`src/sv/swlf_ram.sv`:
```
// ----------------------------------------------------------------------------
// Generic single-port RAM
// Synchronous write, registered read.
// ----------------------------------------------------------------------------
module swlf_ram #(
    parameter int WIDTH = 8,
    parameter int DEPTH = 16
) (
    input  logic                     aclk,
    input  logic                     we,
    input  logic [$clog2(DEPTH)-1:0] addr,
    input  logic [WIDTH-1:0]         wdata,
    output logic [WIDTH-1:0]         rdata
);
    logic [WIDTH-1:0] mem [DEPTH];

    always_ff @(posedge aclk) begin
        if (we) begin
            mem[addr] <= wdata;
        end
        rdata <= mem[addr];
    end
endmodule

```
`config.mk`:
```
export PLATFORM = sky130hd
export DESIGN_NAME = swlf_ram
export DESIGN_NICKNAME = d
export VERILOG_FILES = /design/src/sv/swlf_ram.sv
export SDC_FILE = /design/constraint.sdc
export NUM_CORES = 1
export LEC_CHECK = 0
export BUFFER_PORTS_ARGS = -buffer_cell sky130_fd_sc_hd__buf_2
export CORE_AREA = 8 8 110 137
export CTS_CLUSTER_SIZE = 40
export DETAILED_ROUTE_END_ITERATION = 10
export DIE_AREA = 0 0 118 145
export MAX_ROUTING_LAYER = met4
export PLACE_DENSITY = 0.6
export SLEW_MARGIN = 40
export SYNTH_ARGS = -nofsm -noshare
export SYNTH_HDL_FRONTEND = slang
export SYNTH_SLANG_ARGS = --single-unit
```
`constraint.sdc`:
```
create_clock -name aclk -period 5.8 [get_ports aclk]
set_clock_uncertainty 0.05 [all_clocks]
set_input_delay 0.87 -clock aclk [delete_from_list [all_inputs] [get_ports aclk]]
set_output_delay 0.87 -clock aclk [all_outputs]
set_load 0.02 [all_outputs]
```
==> results by stage <==
Status:
- The flow ran to the end, and the final reports show no timing, DRC or antenna violations.

Synth:
- The post-synth net total is 244.
- After technology mapping, the gate count stands at 230.
- After synthesis the netlist holds a flip-flop and latch count of 136.
- Each instance of the synthesized netlist takes up on average 22.0 um^2.
- During synthesis, Yosys emitted a total of 0 warnings.
- The main combinational cell family by area after synthesis is multiplexers.
- The number of distinct standard cells referenced by the synthesized netlist is 18.
- The basic-gate share of the synthesized area counting and, or, nand and nor cells is 0.0321.
- Measured against the total synthesized area, the mux share comes to 0.142.
- Of the total synthesized cell area, the portion taken by XOR and XNOR cells is 0.
- The post-synth design cell area is 5070 um^2.
- The sequential element share of the synthesized area is 0.790.
- The compound-cell area share of the yosys netlist is 0.0237.
- Of the total synthesized cell area, the portion taken by full adders, half adders and majority gates is 0.

Critical path:
- The cell type of the slowest stage on the worst timing path is sky130_fd_sc_hd__nor2_1.
- The largest delay contributor family on the critical path is buffers and inverters.
- Of all nets on the critical path, the largest fanout is 27.
- The critical setup path kind is in -> reg.
- The largest incremental delay on the critical path is 0.64 ns.
- The startpoint identified for the worst register-to-register timing path is mem[3][5].
- The worst endpoint data arrival time is 2.63 ns.
- The timing startpoint of the critical path is addr[0].
- The number of buffers and inverters on the critical path is 2.
- The register-to-register setup slack is 4.32 ns.
- The critical path goes through buf_2 -> buf_4 -> nand2_1 -> nor2_1.
- The worst setup path is launched from an input port.
- The kind of end point of the critical path is a register.
- The worst endpoint required time is 5.79 ns.

Placed design:
- Prior to clock tree synthesis, the placed netlist has a worst setup slack of 2.65 ns.
- The detailed-placement wirelength estimate is 6.44 mm.
- After detailed placement, the design holds a cell count of 416.
- The weighted congestion at the end of routability-driven global placement is 0.802.
- Summing all placed instances gives a cell area of 5370 um^2.
- The count of buffers added on input and output ports is 21.

Detailed routing:
- After detailed routing, the number of vias per cell comes to 5.21.
- Summed over all layers, the routed wires come to 10.0 mm.
- The final antenna-violating net count is 0.
- After detailed routing, the average wire length per cell comes to 22.5 um.
- The violation count after the first detailed-routing iteration is 183.
- For this run, design rule violations remaining after detail routing come to 0.
- The detailed router placed 2329 vias in this run.
- The pre-antenna-repair detailed-routing pass consisted of 4 iterations.

Layout:
- The fraction of layout cells with a size suffix above 1 is 0.308.
- Leaving out fill and tap cells, the most frequent cells in the layout are sky130_fd_sc_hd__edfxtp_1 (128), sky130_fd_sc_hd__mux4_2 (32), sky130_fd_sc_hd__buf_2 (20).
- The finished cells cover 5940 um^2.
- The most common cell after layout, fill and taps aside is sky130_fd_sc_hd__edfxtp_1.
- The number of antenna cells inserted is 0.
- At the end of the flow the core is filled with cells to 0.457.
- The post-synthesis to final-layout area growth is 17.3%.
- At the end of the flow, the number of nets in the layout was 278.
- The post-route non-filler standard cell count is 447.

Floorplanning:
- The die extent in x is 118 um.
- The floorplan die area is 17100 um^2.
- The die extent in y is 145 um.
- The area inside the core boundary is 13000 um^2.
- The initialized floorplan defines 47 standard-cell rows.
- The boundary pin count is 22.
- For this configuration, the core starts out at a cell density of 0.390.

Global route:
- The layer carrying the most global-route usage is met2.
- For met2 alone, demand over resource in global routing was 0.213.
- The initial antenna violation count was 0.
- The met1 demand-to-capacity share in global routing is 0.139.
- The remaining global-route overflow is 0.
- The number of global-route vias before repair is 2516.
- The total global-route track usage is 0.128.
- The global-route wire length before repair is 15.2 mm.
- For this run, global-route usage on met3 was measured as 0.0338.
- Entering global routing, the biggest net connects 40 pins.

Timing:
- Setup slack on the critical path of the routed design comes to 3.16 ns.
- The period utilization is 0.456.
- The worst pin sits at a relative slew slack of 0.469.
- The routed design could run at a clock period as short as 2.64 ns.
- The final setup violation count is 0.
- The fmax is 0.378 GHz.
- Setup repair after global routing left no endpoint under its margin.
- After routing, the total negative slack on setup checks comes to 0 ns.
- The actual transition at the worst max-transition pin is 0.794 ns.
- The final-report hold violation count is 0.
- The max-slew violation count is 0.
- Across all hold checks on the routed design, the worst slack comes to 0.617 ns.

Power and ir drop:
- The power density normalized to cell area is 378 nW/um^2.
- The reported leakage power is 1.92 nW.
- The peak supply drop is 0.155 mV.
- The total power after layout is 2.25 mW.

Clock network:
- Gates resized during post-CTS repair numbered 0.
- The clock tree from TritonCTS is yes.
- The clock passes through at most 2 buffers.
- Counting every sink on the clock net gives 136.
- Buffers inserted during clock tree synthesis total 17.
- The hold buffer count at CTS is 0.
- The post-CTS setup buffer count is 0.
- The CTS clock-pin slew for the worst setup and hold paths is 0.05 ns.
- CTS built an H-tree with a depth of 4.
- The clock latency of the later-clocked register in the worst-skew pair is 0.41 ns.
- The root buffer cell chosen for the clock tree is sky130_fd_sc_hd__clkbuf_16.

Min path:
- The path category of the worst min-delay check is reg -> reg.
- The critical hold path startpoint is mem[14][7].

Run:
- The number of max-cap violations is 0.
worst min-delay path, delay by kind of cell (launching register included):
family	cells	cell delay (ns)
AO/OA/AOI/OAI	1	0.06
AND/OR/NAND/NOR	1	0.05
flip-flops	1	0.32
multiplexers	1	0.22
synth_stat cells:
library cell	instances	area, um^2
sky130_fd_sc_hd__buf_6	2	22.5
sky130_fd_sc_hd__nor3_1	4	20.0
sky130_fd_sc_hd__nor2b_1	2	12.5
sky130_fd_sc_hd__dfxtp_1	8	160
sky130_fd_sc_hd__clkbuf_2	1	5.00
sky130_fd_sc_hd__mux4_2	32	721
sky130_fd_sc_hd__edfxtp_1	128	3840
sky130_fd_sc_hd__and2_1	1	6.26
sky130_fd_sc_hd__nand2b_1	2	12.5
sky130_fd_sc_hd__buf_1	4	15.0
sky130_fd_sc_hd__nand2_1	9	33.8
sky130_fd_sc_hd__clkbuf_1	2	7.51
sky130_fd_sc_hd__nand3b_1	2	15.0
sky130_fd_sc_hd__a22oi_1	16	120
sky130_fd_sc_hd__nor2_1	13	48.8
sky130_fd_sc_hd__or3b_2	1	8.76
sky130_fd_sc_hd__buf_2	2	10.0
sky130_fd_sc_hd__nand3_1	1	5.00
per-layer routing:
metal  share of wire  up-vias
met2            0.53       65
met4           0.025        0
li1                -     1029
met5               0        -
met3           0.044       16
met1            0.40     1219
final cells by class:
cell class                 count  area [um^2]
sequential                   136         4000
multi-input combinational     83         1010
clock buffer                  22          444
tap                          171          214
fill                        1074         7050
clock inverter                 9          126
timing repair buffer          26          145
sequential cells by signal (all words and copies together), names as in the netlist:
register	count
rdata	8
mem	128
cell families (layout without fill, tap and decap cells):
logic type	count (synthesis)	count (layout)
buf+inv	11	57
mux	32	32
compound gates	16	16
flops	136	136
simple gates	35	35
worst paths after layout:
path | end | depth (start not counted)
worst max register to register | rdata[5] | 3
worst max-delay path | mem[15][6] | 4
worst min-delay path | rdata[7] | 3
worst min register to register | rdata[7] | 3
power by group:
part           total (mW)  switching [mW]  internal (mW)
combinational       0.108          0.0676         0.0402
sequential           1.11         0.00575           1.10
clock                1.03           0.364          0.670
total                2.25           0.438           1.81
Note: power is estimated with default switching activity, not from simulation.
